<file path="src/rtl/core/apnh_pkg.sv">
// ----------------------------------------------------------------------------
// apnh_pkg
// Shared constants and types for the all-pairs next-hop table block.
// ----------------------------------------------------------------------------
package apnh_pkg;

    // Node limits and configuration register
    localparam int MAX_NODES_DEF = 16;
    localparam int NODE_CNT_W    = 5;
    localparam logic [NODE_CNT_W-1:0] NODE_CNT_RESET = 5'd16;

    // Distance and hop encodings
    localparam int DIST_W = 6;
    localparam logic [DIST_W-1:0] DIST_INF  = 6'd63;
    localparam logic [DIST_W-1:0] DIST_LINK = 6'd1;
    localparam logic [DIST_W-1:0] DIST_SELF = 6'd0;
    localparam int HOP_W  = 4;

    // Port-side field widths
    localparam int ADJ_W      = 16;
    localparam int SRC_W      = 4;
    localparam int HOPS_W     = 64;
    localparam int MASK_W     = 16;
    localparam int OUT_DATA_W = 88;
    localparam int PORT_LANES = 16;

    // Row queue between front and back
    localparam int QUEUE_DEPTH = 2;

    // APB map
    localparam int APB_ADDR_W = 3;
    localparam int APB_DATA_W = 32;
    localparam int REG_IDX_W  = 1;
    localparam logic [REG_IDX_W-1:0] REG_NODE_COUNT = 1'b0;

    typedef enum logic [2:0] {
        ST_IDLE,
        ST_KRD,
        ST_KLAT,
        ST_RELAX,
        ST_ERD,
        ST_ELD
    } t_back_state;

endpackage

</file>
<file path="src/rtl/core/apnh_ram.sv">
// ----------------------------------------------------------------------------
// apnh_ram
// Generic simple dual-port RAM: one write port, one registered read port.
// ----------------------------------------------------------------------------
module apnh_ram #(
    parameter int WIDTH = 8,
    parameter int DEPTH = 16
) (
    input  logic                     i_clk,
    input  logic                     i_wr_en,
    input  logic [$clog2(DEPTH)-1:0] i_wr_addr,
    input  logic [WIDTH-1:0]         i_wr_data,
    input  logic                     i_rd_en,
    input  logic [$clog2(DEPTH)-1:0] i_rd_addr,
    output logic [WIDTH-1:0]         o_rd_data
);

    logic [WIDTH-1:0] r_mem [DEPTH];
    logic [WIDTH-1:0] r_rd_data;

    always_ff @(posedge i_clk) begin
        if (i_wr_en) begin
            r_mem[i_wr_addr] <= i_wr_data;
        end
        if (i_rd_en) begin
            r_rd_data <= r_mem[i_rd_addr];
        end
    end

    assign o_rd_data = r_rd_data;

endmodule

</file>
<file path="src/rtl/core/apnh_fifo.sv">
// ----------------------------------------------------------------------------
// apnh_fifo
// Small register FIFO that decouples row intake from the table engine.
// ----------------------------------------------------------------------------
module apnh_fifo #(
    parameter int WIDTH = 8,
    parameter int DEPTH = apnh_pkg::QUEUE_DEPTH
) (
    input  logic             i_clk,
    input  logic             i_rst_n,
    input  logic             i_push,
    input  logic [WIDTH-1:0] i_data,
    output logic             o_full,
    input  logic             i_pop,
    output logic             o_valid,
    output logic [WIDTH-1:0] o_data
);

    localparam int AW = $clog2(DEPTH);

    logic [WIDTH-1:0] r_mem [DEPTH];
    logic [AW-1:0]    r_wptr;
    logic [AW-1:0]    r_rptr;
    logic [AW:0]      r_count;
    logic [AW-1:0]    n_wptr;
    logic [AW-1:0]    n_rptr;
    logic [AW:0]      n_count;
    logic             do_push;
    logic             do_pop;

    assign o_full  = (r_count == (AW+1)'(DEPTH));
    assign o_valid = (r_count != '0);
    assign o_data  = r_mem[r_rptr];
    assign do_push = i_push && !o_full;
    assign do_pop  = i_pop && o_valid;

    always_comb begin
        n_wptr  = r_wptr;
        n_rptr  = r_rptr;
        n_count = r_count;
        if (do_push) begin
            n_wptr = (r_wptr == AW'(DEPTH - 1)) ? '0 : r_wptr + 1'b1;
        end
        if (do_pop) begin
            n_rptr = (r_rptr == AW'(DEPTH - 1)) ? '0 : r_rptr + 1'b1;
        end
        if (do_push && !do_pop) begin
            n_count = r_count + 1'b1;
        end else if (do_pop && !do_push) begin
            n_count = r_count - 1'b1;
        end
    end

    always_ff @(posedge i_clk) begin
        if (!i_rst_n) begin
            r_wptr  <= '0;
            r_rptr  <= '0;
            r_count <= '0;
        end else begin
            r_wptr  <= n_wptr;
            r_rptr  <= n_rptr;
            r_count <= n_count;
        end
    end

    always_ff @(posedge i_clk) begin
        if (do_push) begin
            r_mem[r_wptr] <= i_data;
        end
    end

endmodule

</file>
<file path="src/rtl/core/apnh_front.sv">
// ----------------------------------------------------------------------------
// apnh_front
// Row intake: numbers each adjacency row, builds its initial distance row
// and marks the row that completes the table.
// ----------------------------------------------------------------------------
module apnh_front #(
    parameter int MAX_NODES = apnh_pkg::MAX_NODES_DEF
) (
    input  logic                                   i_clk,
    input  logic                                   i_rst_n,
    input  logic                                   i_clear,
    input  logic [$clog2(MAX_NODES+1)-1:0]         i_node_cnt,
    input  logic                                   i_valid,
    output logic                                   o_ready,
    input  logic [apnh_pkg::ADJ_W-1:0]             i_adj,
    input  logic                                   i_q_full,
    output logic                                   o_q_push,
    output logic                                   o_q_last,
    output logic [$clog2(MAX_NODES)-1:0]           o_q_row,
    output logic [MAX_NODES*apnh_pkg::DIST_W-1:0]  o_q_dist
);

    localparam int IW = $clog2(MAX_NODES);
    localparam int CW = $clog2(MAX_NODES + 1);
    localparam int DWD = apnh_pkg::DIST_W;

    logic [CW-1:0] r_rows_loaded;
    logic [CW-1:0] n_rows_loaded;
    logic [CW-1:0] row;
    logic [CW-1:0] row_next;
    logic          accept;

    assign o_ready  = !i_q_full;
    assign accept   = i_valid && !i_q_full;
    assign o_q_push = accept;

    // Restart at row zero if the count is out of range
    assign row      = (r_rows_loaded >= i_node_cnt) ? '0 : r_rows_loaded;
    assign row_next = row + 1'b1;
    assign o_q_last = (row_next == i_node_cnt);
    assign o_q_row  = row[IW-1:0];

    always_comb begin
        for (int j = 0; j < MAX_NODES; j++) begin
            if ((CW'(j) < i_node_cnt) && i_adj[j]) begin
                o_q_dist[j*DWD +: DWD] = apnh_pkg::DIST_LINK;
            end else if (CW'(j) == row) begin
                o_q_dist[j*DWD +: DWD] = apnh_pkg::DIST_SELF;
            end else begin
                o_q_dist[j*DWD +: DWD] = apnh_pkg::DIST_INF;
            end
        end
    end

    always_comb begin
        n_rows_loaded = r_rows_loaded;
        if (i_clear) begin
            n_rows_loaded = '0;
        end else if (accept) begin
            n_rows_loaded = o_q_last ? '0 : row_next;
        end
    end

    always_ff @(posedge i_clk) begin
        if (!i_rst_n) begin
            r_rows_loaded <= '0;
        end else begin
            r_rows_loaded <= n_rows_loaded;
        end
    end

endmodule

</file>
<file path="src/rtl/core/apnh_back.sv">
// ----------------------------------------------------------------------------
// apnh_back
// Table engine: stores rows, runs lane-parallel shortest-path relaxation
// over pivots, then emits one next-hop row per source node.
// ----------------------------------------------------------------------------
module apnh_back #(
    parameter int MAX_NODES = apnh_pkg::MAX_NODES_DEF
) (
    input  logic                                   i_clk,
    input  logic                                   i_rst_n,
    input  logic [$clog2(MAX_NODES+1)-1:0]         i_node_cnt,
    input  logic                                   i_q_valid,
    output logic                                   o_q_pop,
    input  logic                                   i_q_last,
    input  logic [$clog2(MAX_NODES)-1:0]           i_q_row,
    input  logic [MAX_NODES*apnh_pkg::DIST_W-1:0]  i_q_dist,
    output logic                                   o_m_valid,
    input  logic                                   i_m_ready,
    output logic [apnh_pkg::SRC_W-1:0]             o_m_source,
    output logic [apnh_pkg::HOPS_W-1:0]            o_m_hops,
    output logic [apnh_pkg::MASK_W-1:0]            o_m_mask,
    output logic                                   o_m_last
);

    localparam int IW  = $clog2(MAX_NODES);
    localparam int CW  = $clog2(MAX_NODES + 1);
    localparam int DWD = apnh_pkg::DIST_W;
    localparam int HWD = apnh_pkg::HOP_W;
    localparam int DW  = MAX_NODES * DWD;
    localparam int HW  = MAX_NODES * HWD;

    apnh_pkg::t_back_state r_state;
    apnh_pkg::t_back_state n_state;

    logic [IW-1:0] r_k;
    logic [IW-1:0] n_k;
    logic [CW-1:0] r_i;
    logic [CW-1:0] n_i;
    logic [IW-1:0] r_pi;
    logic [IW-1:0] n_pi;
    logic [DW-1:0] r_krow;
    logic [DW-1:0] n_krow;

    logic                        r_out_valid;
    logic                        n_out_valid;
    logic [apnh_pkg::SRC_W-1:0]  r_out_source;
    logic [apnh_pkg::SRC_W-1:0]  n_out_source;
    logic [apnh_pkg::HOPS_W-1:0] r_out_hops;
    logic [apnh_pkg::HOPS_W-1:0] n_out_hops;
    logic [apnh_pkg::MASK_W-1:0] r_out_mask;
    logic [apnh_pkg::MASK_W-1:0] n_out_mask;
    logic                        r_out_last;
    logic                        n_out_last;

    logic          ram_wr_en;
    logic [IW-1:0] ram_wr_addr;
    logic [DW-1:0] dist_wr;
    logic [HW-1:0] hop_wr;
    logic          ram_rd_en;
    logic [IW-1:0] ram_rd_addr;
    logic [DW-1:0] dist_rd;
    logic [HW-1:0] hop_rd;

    logic [HW-1:0]               init_hops;
    logic [DW-1:0]               relax_dist;
    logic [HW-1:0]               relax_hop;
    logic [DWD-1:0]              aik;
    logic [HWD-1:0]              hik;
    logic [apnh_pkg::HOPS_W-1:0] emit_hops;
    logic [apnh_pkg::MASK_W-1:0] emit_mask;
    logic [CW-1:0]               last_idx;

    apnh_ram #(.WIDTH(DW), .DEPTH(MAX_NODES)) u_dist_ram (
        .i_clk     (i_clk),
        .i_wr_en   (ram_wr_en),
        .i_wr_addr (ram_wr_addr),
        .i_wr_data (dist_wr),
        .i_rd_en   (ram_rd_en),
        .i_rd_addr (ram_rd_addr),
        .o_rd_data (dist_rd)
    );

    apnh_ram #(.WIDTH(HW), .DEPTH(MAX_NODES)) u_hop_ram (
        .i_clk     (i_clk),
        .i_wr_en   (ram_wr_en),
        .i_wr_addr (ram_wr_addr),
        .i_wr_data (hop_wr),
        .i_rd_en   (ram_rd_en),
        .i_rd_addr (ram_rd_addr),
        .o_rd_data (hop_rd)
    );

    assign last_idx = i_node_cnt - 1'b1;

    always_comb begin
        for (int j = 0; j < MAX_NODES; j++) begin
            init_hops[j*HWD +: HWD] = HWD'(j);
        end
    end

    // Row i against pivot row k: all lanes in parallel. Row k and column k
    // do not change during pivot k, so one pass per row is exact.
    assign aik = dist_rd[r_k*DWD +: DWD];
    assign hik = hop_rd[r_k*HWD +: HWD];

    always_comb begin
        logic [DWD-1:0] b;
        logic [DWD-1:0] dij;
        logic [DWD:0]   sum;
        for (int j = 0; j < MAX_NODES; j++) begin
            b   = r_krow[j*DWD +: DWD];
            dij = dist_rd[j*DWD +: DWD];
            sum = {1'b0, aik} + {1'b0, b};
            if ((aik != apnh_pkg::DIST_INF) && (b != apnh_pkg::DIST_INF) &&
                (sum < {1'b0, dij})) begin
                relax_dist[j*DWD +: DWD] = sum[DWD-1:0];
                relax_hop[j*HWD +: HWD]  = hik;
            end else begin
                relax_dist[j*DWD +: DWD] = dij;
                relax_hop[j*HWD +: HWD]  = hop_rd[j*HWD +: HWD];
            end
        end
    end

    // Zero the lanes past the node count
    always_comb begin
        emit_hops = '0;
        emit_mask = '0;
        for (int j = 0; j < MAX_NODES; j++) begin
            if (CW'(j) < i_node_cnt) begin
                emit_hops[j*HWD +: HWD] = hop_rd[j*HWD +: HWD];
                emit_mask[j] = (dist_rd[j*DWD +: DWD] != apnh_pkg::DIST_INF);
            end
        end
    end

    always_comb begin
        n_state      = r_state;
        n_k          = r_k;
        n_i          = r_i;
        n_pi         = r_pi;
        n_krow       = r_krow;
        n_out_valid  = r_out_valid && !i_m_ready;
        n_out_source = r_out_source;
        n_out_hops   = r_out_hops;
        n_out_mask   = r_out_mask;
        n_out_last   = r_out_last;
        o_q_pop      = 1'b0;
        ram_wr_en    = 1'b0;
        ram_wr_addr  = r_pi;
        dist_wr      = relax_dist;
        hop_wr       = relax_hop;
        ram_rd_en    = 1'b0;
        ram_rd_addr  = r_k;
        unique case (r_state)
            apnh_pkg::ST_IDLE: begin
                if (i_q_valid) begin
                    o_q_pop     = 1'b1;
                    ram_wr_en   = 1'b1;
                    ram_wr_addr = i_q_row;
                    dist_wr     = i_q_dist;
                    hop_wr      = init_hops;
                    if (i_q_last) begin
                        n_k     = '0;
                        n_state = apnh_pkg::ST_KRD;
                    end
                end
            end
            apnh_pkg::ST_KRD: begin
                ram_rd_en = 1'b1;
                n_state   = apnh_pkg::ST_KLAT;
            end
            apnh_pkg::ST_KLAT: begin
                // Latch the pivot row, fetch row zero
                n_krow      = dist_rd;
                ram_rd_en   = 1'b1;
                ram_rd_addr = '0;
                n_pi        = '0;
                n_i         = CW'(1);
                n_state     = apnh_pkg::ST_RELAX;
            end
            apnh_pkg::ST_RELAX: begin
                // Write back the row fetched last cycle, fetch the next one if any remain
                ram_wr_en = 1'b1;
                if (r_i < i_node_cnt) begin
                    ram_rd_en   = 1'b1;
                    ram_rd_addr = r_i[IW-1:0];
                    n_pi        = r_i[IW-1:0];
                    n_i         = r_i + 1'b1;
                end else if (CW'(r_k) == last_idx) begin
                    n_i     = '0;
                    n_state = apnh_pkg::ST_ERD;
                end else begin
                    n_k     = r_k + 1'b1;
                    n_state = apnh_pkg::ST_KRD;
                end
            end
            apnh_pkg::ST_ERD: begin
                ram_rd_en   = 1'b1;
                ram_rd_addr = r_i[IW-1:0];
                n_state     = apnh_pkg::ST_ELD;
            end
            apnh_pkg::ST_ELD: begin
                // Hold the read data until the output register frees up
                if (!r_out_valid || i_m_ready) begin
                    n_out_valid  = 1'b1;
                    n_out_source = apnh_pkg::SRC_W'(r_i);
                    n_out_hops   = emit_hops;
                    n_out_mask   = emit_mask;
                    n_out_last   = (r_i == last_idx);
                    if (r_i == last_idx) begin
                        n_state = apnh_pkg::ST_IDLE;
                    end else begin
                        n_i     = r_i + 1'b1;
                        n_state = apnh_pkg::ST_ERD;
                    end
                end
            end
            default: begin
                n_state = apnh_pkg::ST_IDLE;
            end
        endcase
    end

    always_ff @(posedge i_clk) begin
        if (!i_rst_n) begin
            r_state     <= apnh_pkg::ST_IDLE;
            r_out_valid <= 1'b0;
        end else begin
            r_state     <= n_state;
            r_out_valid <= n_out_valid;
        end
    end

    always_ff @(posedge i_clk) begin
        r_k          <= n_k;
        r_i          <= n_i;
        r_pi         <= n_pi;
        r_krow       <= n_krow;
        r_out_source <= n_out_source;
        r_out_hops   <= n_out_hops;
        r_out_mask   <= n_out_mask;
        r_out_last   <= n_out_last;
    end

    assign o_m_valid  = r_out_valid;
    assign o_m_source = r_out_source;
    assign o_m_hops   = r_out_hops;
    assign o_m_mask   = r_out_mask;
    assign o_m_last   = r_out_last;

endmodule

</file>
<file path="src/rtl/core/all_pairs_next_hop_table.sv">
// ----------------------------------------------------------------------------
// all_pairs_next_hop_table
// Next-hop routing table from adjacency rows by all-pairs relaxation.
// ----------------------------------------------------------------------------
// Flow: rows are accepted whenever the two-row queue is not full. After the
//   last row, the engine runs one pivot pass per node (read the pivot row,
//   latch it, relax every row), then reads and emits one result row per
//   source node, holding each while m_axis_tready is low. The queue decouples
//   intake from the engine; intake stalls while the queue is full.
// Reset: synchronous, active low; node_count returns to 16, row count to 0.
module all_pairs_next_hop_table #(
    parameter int MAX_NODES = apnh_pkg::MAX_NODES_DEF
) (
    input  logic                                i_clk,
    input  logic                                i_rst_n,
    // APB configuration
    input  logic                                psel,
    input  logic                                penable,
    input  logic                                pwrite,
    input  logic [apnh_pkg::APB_ADDR_W-1:0]     paddr,
    input  logic [apnh_pkg::APB_DATA_W-1:0]     pwdata,
    output logic [apnh_pkg::APB_DATA_W-1:0]     prdata,
    output logic                                pready,
    // Adjacency rows
    input  logic                                s_axis_tvalid,
    output logic                                s_axis_tready,
    input  logic [apnh_pkg::ADJ_W-1:0]          s_axis_tdata,  // [15:0] adjacency_row
    // Next-hop rows
    output logic                                m_axis_tvalid,
    input  logic                                m_axis_tready,
    // [3:0] source_node, [67:4] next_hops, [83:68] reachable_mask, [87:84] zero
    output logic [apnh_pkg::OUT_DATA_W-1:0]     m_axis_tdata,
    output logic                                m_axis_tlast   // last_row
);

    localparam int IW = $clog2(MAX_NODES);
    localparam int CW = $clog2(MAX_NODES + 1);
    localparam int DW = MAX_NODES * apnh_pkg::DIST_W;
    localparam int QW = 1 + IW + DW;

    logic [apnh_pkg::NODE_CNT_W-1:0] r_node_count;
    logic [apnh_pkg::NODE_CNT_W-1:0] n_node_count;
    logic                            cfg_wr;
    logic                            cfg_hit;
    logic [CW-1:0]                   node_cnt;

    logic          q_push;
    logic          q_full;
    logic          q_pop;
    logic          q_valid;
    logic          f_last;
    logic [IW-1:0] f_row;
    logic [DW-1:0] f_dist;
    logic [QW-1:0] q_in;
    logic [QW-1:0] q_out;

    logic [apnh_pkg::SRC_W-1:0]  m_source;
    logic [apnh_pkg::HOPS_W-1:0] m_hops;
    logic [apnh_pkg::MASK_W-1:0] m_mask;

    assign pready  = 1'b1;
    assign cfg_hit = (paddr[apnh_pkg::APB_ADDR_W-1:2] == apnh_pkg::REG_NODE_COUNT);
    assign cfg_wr  = psel && penable && pwrite && pready && cfg_hit;
    assign prdata  = cfg_hit ? apnh_pkg::APB_DATA_W'(r_node_count) : '0;

    always_comb begin
        n_node_count = r_node_count;
        if (cfg_wr) begin
            n_node_count = pwdata[apnh_pkg::NODE_CNT_W-1:0];
        end
    end

    always_ff @(posedge i_clk) begin
        if (!i_rst_n) begin
            r_node_count <= apnh_pkg::NODE_CNT_RESET;
        end else begin
            r_node_count <= n_node_count;
        end
    end

    // Clamp the node count into 1..MAX_NODES
    always_comb begin
        if (r_node_count == '0) begin
            node_cnt = CW'(1);
        end else if (r_node_count > apnh_pkg::NODE_CNT_W'(MAX_NODES)) begin
            node_cnt = CW'(MAX_NODES);
        end else begin
            node_cnt = CW'(r_node_count);
        end
    end

    apnh_front #(.MAX_NODES(MAX_NODES)) u_front (
        .i_clk      (i_clk),
        .i_rst_n    (i_rst_n),
        .i_clear    (cfg_wr),
        .i_node_cnt (node_cnt),
        .i_valid    (s_axis_tvalid),
        .o_ready    (s_axis_tready),
        .i_adj      (s_axis_tdata),
        .i_q_full   (q_full),
        .o_q_push   (q_push),
        .o_q_last   (f_last),
        .o_q_row    (f_row),
        .o_q_dist   (f_dist)
    );

    assign q_in = {f_last, f_row, f_dist};

    apnh_fifo #(.WIDTH(QW), .DEPTH(apnh_pkg::QUEUE_DEPTH)) u_queue (
        .i_clk   (i_clk),
        .i_rst_n (i_rst_n),
        .i_push  (q_push),
        .i_data  (q_in),
        .o_full  (q_full),
        .i_pop   (q_pop),
        .o_valid (q_valid),
        .o_data  (q_out)
    );

    apnh_back #(.MAX_NODES(MAX_NODES)) u_back (
        .i_clk      (i_clk),
        .i_rst_n    (i_rst_n),
        .i_node_cnt (node_cnt),
        .i_q_valid  (q_valid),
        .o_q_pop    (q_pop),
        .i_q_last   (q_out[QW-1]),
        .i_q_row    (q_out[DW +: IW]),
        .i_q_dist   (q_out[DW-1:0]),
        .o_m_valid  (m_axis_tvalid),
        .i_m_ready  (m_axis_tready),
        .o_m_source (m_source),
        .o_m_hops   (m_hops),
        .o_m_mask   (m_mask),
        .o_m_last   (m_axis_tlast)
    );

    assign m_axis_tdata = {4'b0000, m_mask, m_hops, m_source};

endmodule
</file>
<file path="config.mk">
export PLATFORM = sky130hd
export DESIGN_NAME = all_pairs_next_hop_table
export DESIGN_NICKNAME = d
export VERILOG_FILES = /design/src/rtl/core/apnh_pkg.sv /design/src/rtl/core/apnh_ram.sv /design/src/rtl/core/apnh_fifo.sv /design/src/rtl/core/apnh_front.sv /design/src/rtl/core/apnh_back.sv /design/src/rtl/core/all_pairs_next_hop_table.sv
export SDC_FILE = /design/constraint.sdc
export NUM_CORES = 2
export LEC_CHECK = 0
export BUFFER_PORTS_ARGS = -buffer_cell sky130_fd_sc_hd__buf_4
export CAP_MARGIN = 10
export CORE_MARGIN = 4
export CORE_UTILIZATION = 52
export CTS_CLUSTER_DIAMETER = 100
export DETAILED_ROUTE_END_ITERATION = 10
export PLACE_DENSITY = 0.7
export SLEW_MARGIN = 25
export SYNTH_ARGS = -nofsm -noshare
export SYNTH_HDL_FRONTEND = slang
export SYNTH_SLANG_ARGS = --single-unit
</file>
<file path="constraint.sdc">
create_clock -name i_clk -period 12.5 [get_ports i_clk]
set_clock_uncertainty 0.05 [all_clocks]
set_input_delay 1.875 -clock i_clk [delete_from_list [all_inputs] [get_ports i_clk]]
set_output_delay 1.875 -clock i_clk [all_outputs]
set_load 0.02 [all_outputs]
</file>
==> results.cfg <==
[cells_and_area]
n_fill_cell = 17367
stdcell_count = 11830
mostFrequentLayoutCells = edfxtp_1, nand2_1, nand3_1, clkbuf_16, mux4_2
fin_area_sq_mm = 0.138
drive_gt1_share_pct = 13.3
area_growth_syn_to_layout_pct = 11.9
nets = 8725
layout_commonest_cell = edfxtp_1

[critical_path]
path_max_fanout = 33
arrival_ns = 7.55
r2r_slack_ns = 5.48
slowest_stage = edfxtp_1
path_common_cell = buf_4
crit_path_cell_trace = buf_4 -> mux4_2 -> a22oi_1 -> nand2_2 -> buf_4 -> ha_1 -> a21o_1 -> a21oi_1 -> o21bai_1 -> a21oi_1 -> xnor2_1 -> ha_1 -> a311oi_1 -> nand2_1 -> a211oi_2 -> buf_4 -> mux2i_1 -> nor2_1
end_kind = flop
cp-start-kind = flop
critPathKind = reg2reg
rr_worst_depth = 18
r2r-start = u_back.r_k[1]
crit_required_ns = 13.02
r2r_end = u_back.u_hop_ram.r_mem[0][33]
crit_path_max_incr_delay_ns = 1.06

[drt]
vias = 74632
drt.antenna.violating_nets = 0
avgViaCountPerCell = 6.31
wirelength_microns = 337000
drc = 0
drtPass1Iterations = 8
wire_per_inst_microns = 28.5
drtIter0Drc = 10323

[floorplan]
die_h_microns = 495
coreArea_sq_mm = 0.236
dieArea_sq_mm = 0.245
die_w_microns = 495
num_rows = 178
ios = 182
start_util_pct = 52.4

[synth]
synth_top_area_cell = edfxtp_1
synth_seq_area_share_pct = 73.0
yosysWarningCount = 0
synth_top_cell_area_share_pct = 72.6
synth_ff_type = edfxtp_1
async_flop_share_pct = 0
synth_cell_types = 66
synth.area.top_cells = edfxtp_1, nand2_1, mux4_2
syn_area_sq_mm = 0.124
synth_edf_count = 2988
syn_inst = 8332
synth_seq_cells = 3007
syn_avg_cell_area_sq_um = 14.8

[clock_tree]
cts.sinks = 3007
root_buffer = clkbuf_16
cts_hold_buffers = 0
cts_htree_levels = 5
ctsLongestPathBuffers = 4
cts_buffers = 307
post_cts_buffers = 0
clk_latency_ns = 0.95
clk_pin_slew_worst_paths_ns = 0.06
ctsResizeCount = 0
tritoncts = built

[global_routing]
antenna_found_initial = 7
grt_max_degree = 183
gr-usage-all-layers_pct = 27.0
grt_pass1_vias = 72378
grt_overflow = 0
grt_first_pass_wirelength_microns = 486000

[sta]
final-setup-viol-count = 0
relSlewSlack_pct = 12.4
max_freq_mhz = 142
timing.final.crit_share_pct = 56.2
slew_viol_final = 0
finalSetupTns_ns = 0
worstMarginPinSlew_ns = 1.31
rsz0062_at_grt = no
fin_crit_ns = 7.02
hold_viol = 0

[placement]
placed_cells = 11293
placed_area_sq_mm = 0.128
place_hpwl_microns = 178000
portBuffers = 120
gp_congestion = 0.868

[job]
cap_violations = 0

[worst_hold_path]
hold_start = u_front.r_rows_loaded[1]
min_path_type = reg2reg
holdPathStages = 2
holdPathEnd = u_front.r_rows_loaded[1]

[run_status]
status = finished, final reports clean
[worst max-delay path: cells and delay by family (launching register included)]
kind            cells  cell delay [ns]
compound gates      7             1.71
mux                 2             0.72
buf+inv             3             1.39
fa+ha+maj           2             0.57
simple gates        3             0.94
flops               1             1.06
xor+xnor            1             0.11
[final cells by class]
cell class	count	area, sq um	area share, %
diodes	7	17.5	0.0127
flip-flops and latches	3007	90100	65.2
repair buffers	286	2470	1.79
well taps	3150	3940	2.85
multi-input cells	4741	31700	22.9
clock inverters	145	1280	0.926
clock buffers	382	8270	5.98
inverters	112	425	0.308
[worst max path at each step]
stage	slack [ns]	end	start	cells past startpoint
final	5.48	u_back.u_hop_ram.r_mem[0][33]	u_back.r_k[1]	18
after global routing	5.23	u_back.u_hop_ram.r_mem[1][33]	u_back.r_k[1]	18
after CTS	4.91	u_back.u_dist_ram.o_rd_data[79]	r_node_count[4]	15
after detailed placement	4.95	u_back.u_dist_ram.o_rd_data[79]	r_node_count[4]	15
after global placement	5.33	u_back.u_dist_ram.o_rd_data[17]	r_node_count[4]	15
after floorplan	3.25	u_back.u_dist_ram.r_mem[15][0]	u_back.r_state[2]	9
[synthesized netlist by cell type, types with 10 or more instances]
cell / count
a211oi_1: 73
inv_1: 110
buf_4: 53
o21ai_1: 13
a22oi_1: 121
ha_1: 196
a21o_1: 38
and2_1: 47
and3_1: 37
nand2b_1: 23
mux2_2: 21
a21boi_0: 12
nand2_1: 1658
nand4_1: 103
edfxtp_1: 2988
buf_2: 73
mux2i_1: 198
nor3_1: 18
a211oi_2: 10
nor2_1: 123
xor2_1: 25
o21bai_1: 17
and4_1: 16
o22ai_1: 17
fa_1: 16
a31oi_1: 20
o21ai_0: 44
nand3_1: 1123
dfxtp_1: 19
mux4_2: 266
buf_1: 38
clkbuf_1: 336
a221oi_1: 12
a311oi_1: 17
nor2b_1: 110
xnor2_1: 60
a21oi_1: 190
[through the flow]
step / utilization, % / hold slack (ns) / worst slack [ns]
floorplan: - / 0.405 / 3.25
global placement: 54.3 / 0.442 / 5.33
detailed placement: 54.3 / 0.469 / 4.95
CTS: 58.4 / 0.477 / 4.91
global route: 58.6 / 0.512 / 5.23
finish: 58.6 / 0.481 / 5.48
[logic make-up after synthesis]
group	Yosys count	synth area share (%)
xor gates and xnor gates	85	0.603
AOI/OAI and AO/OA	642	3.49
adders and majority gates	212	2.24
and+or+nand+nor	3281	11.9
DFF	3007	73.0
muxes	489	6.68
buffers and inverters	614	2.11
other	2	0.00608
[metal layers]
metal	share of wire, %	wire [microns]	up-vias	GRT usage, %
li1	-	-	31670	-
met1	38	128000	37758	37.4
met2	47	157000	4448	42.4
met3	11	37300	756	5.54
met4	4.2	14300	0	10.7
met5	0	0	-	0
[flip-flops by register name, summed over array words and instances, names as in the netlist, named ones only]
register	flops
u_front.r_rows_loaded	5
u_back.r_state	3
u_back.o_m_last	1
u_back.o_m_valid	1
u_back.r_krow	96
u_back.u_dist_ram.o_rd_data	96
u_back.r_i	5
u_back.o_m_mask	16
u_back.o_m_hops	64
u_queue.r_wptr	1
u_queue.r_count	2
u_queue.r_rptr	1
r_node_count	5
u_back.u_dist_ram.r_mem	1536
u_back.r_k	4
u_back.u_hop_ram.o_rd_data	64
u_back.u_hop_ram.r_mem	1024
u_back.o_m_source	4
u_back.r_pi	4
u_queue.r_mem	74
Power is not shown: default switching activity piles up to over one toggle a cycle in this logic, so the estimate is an artifact.
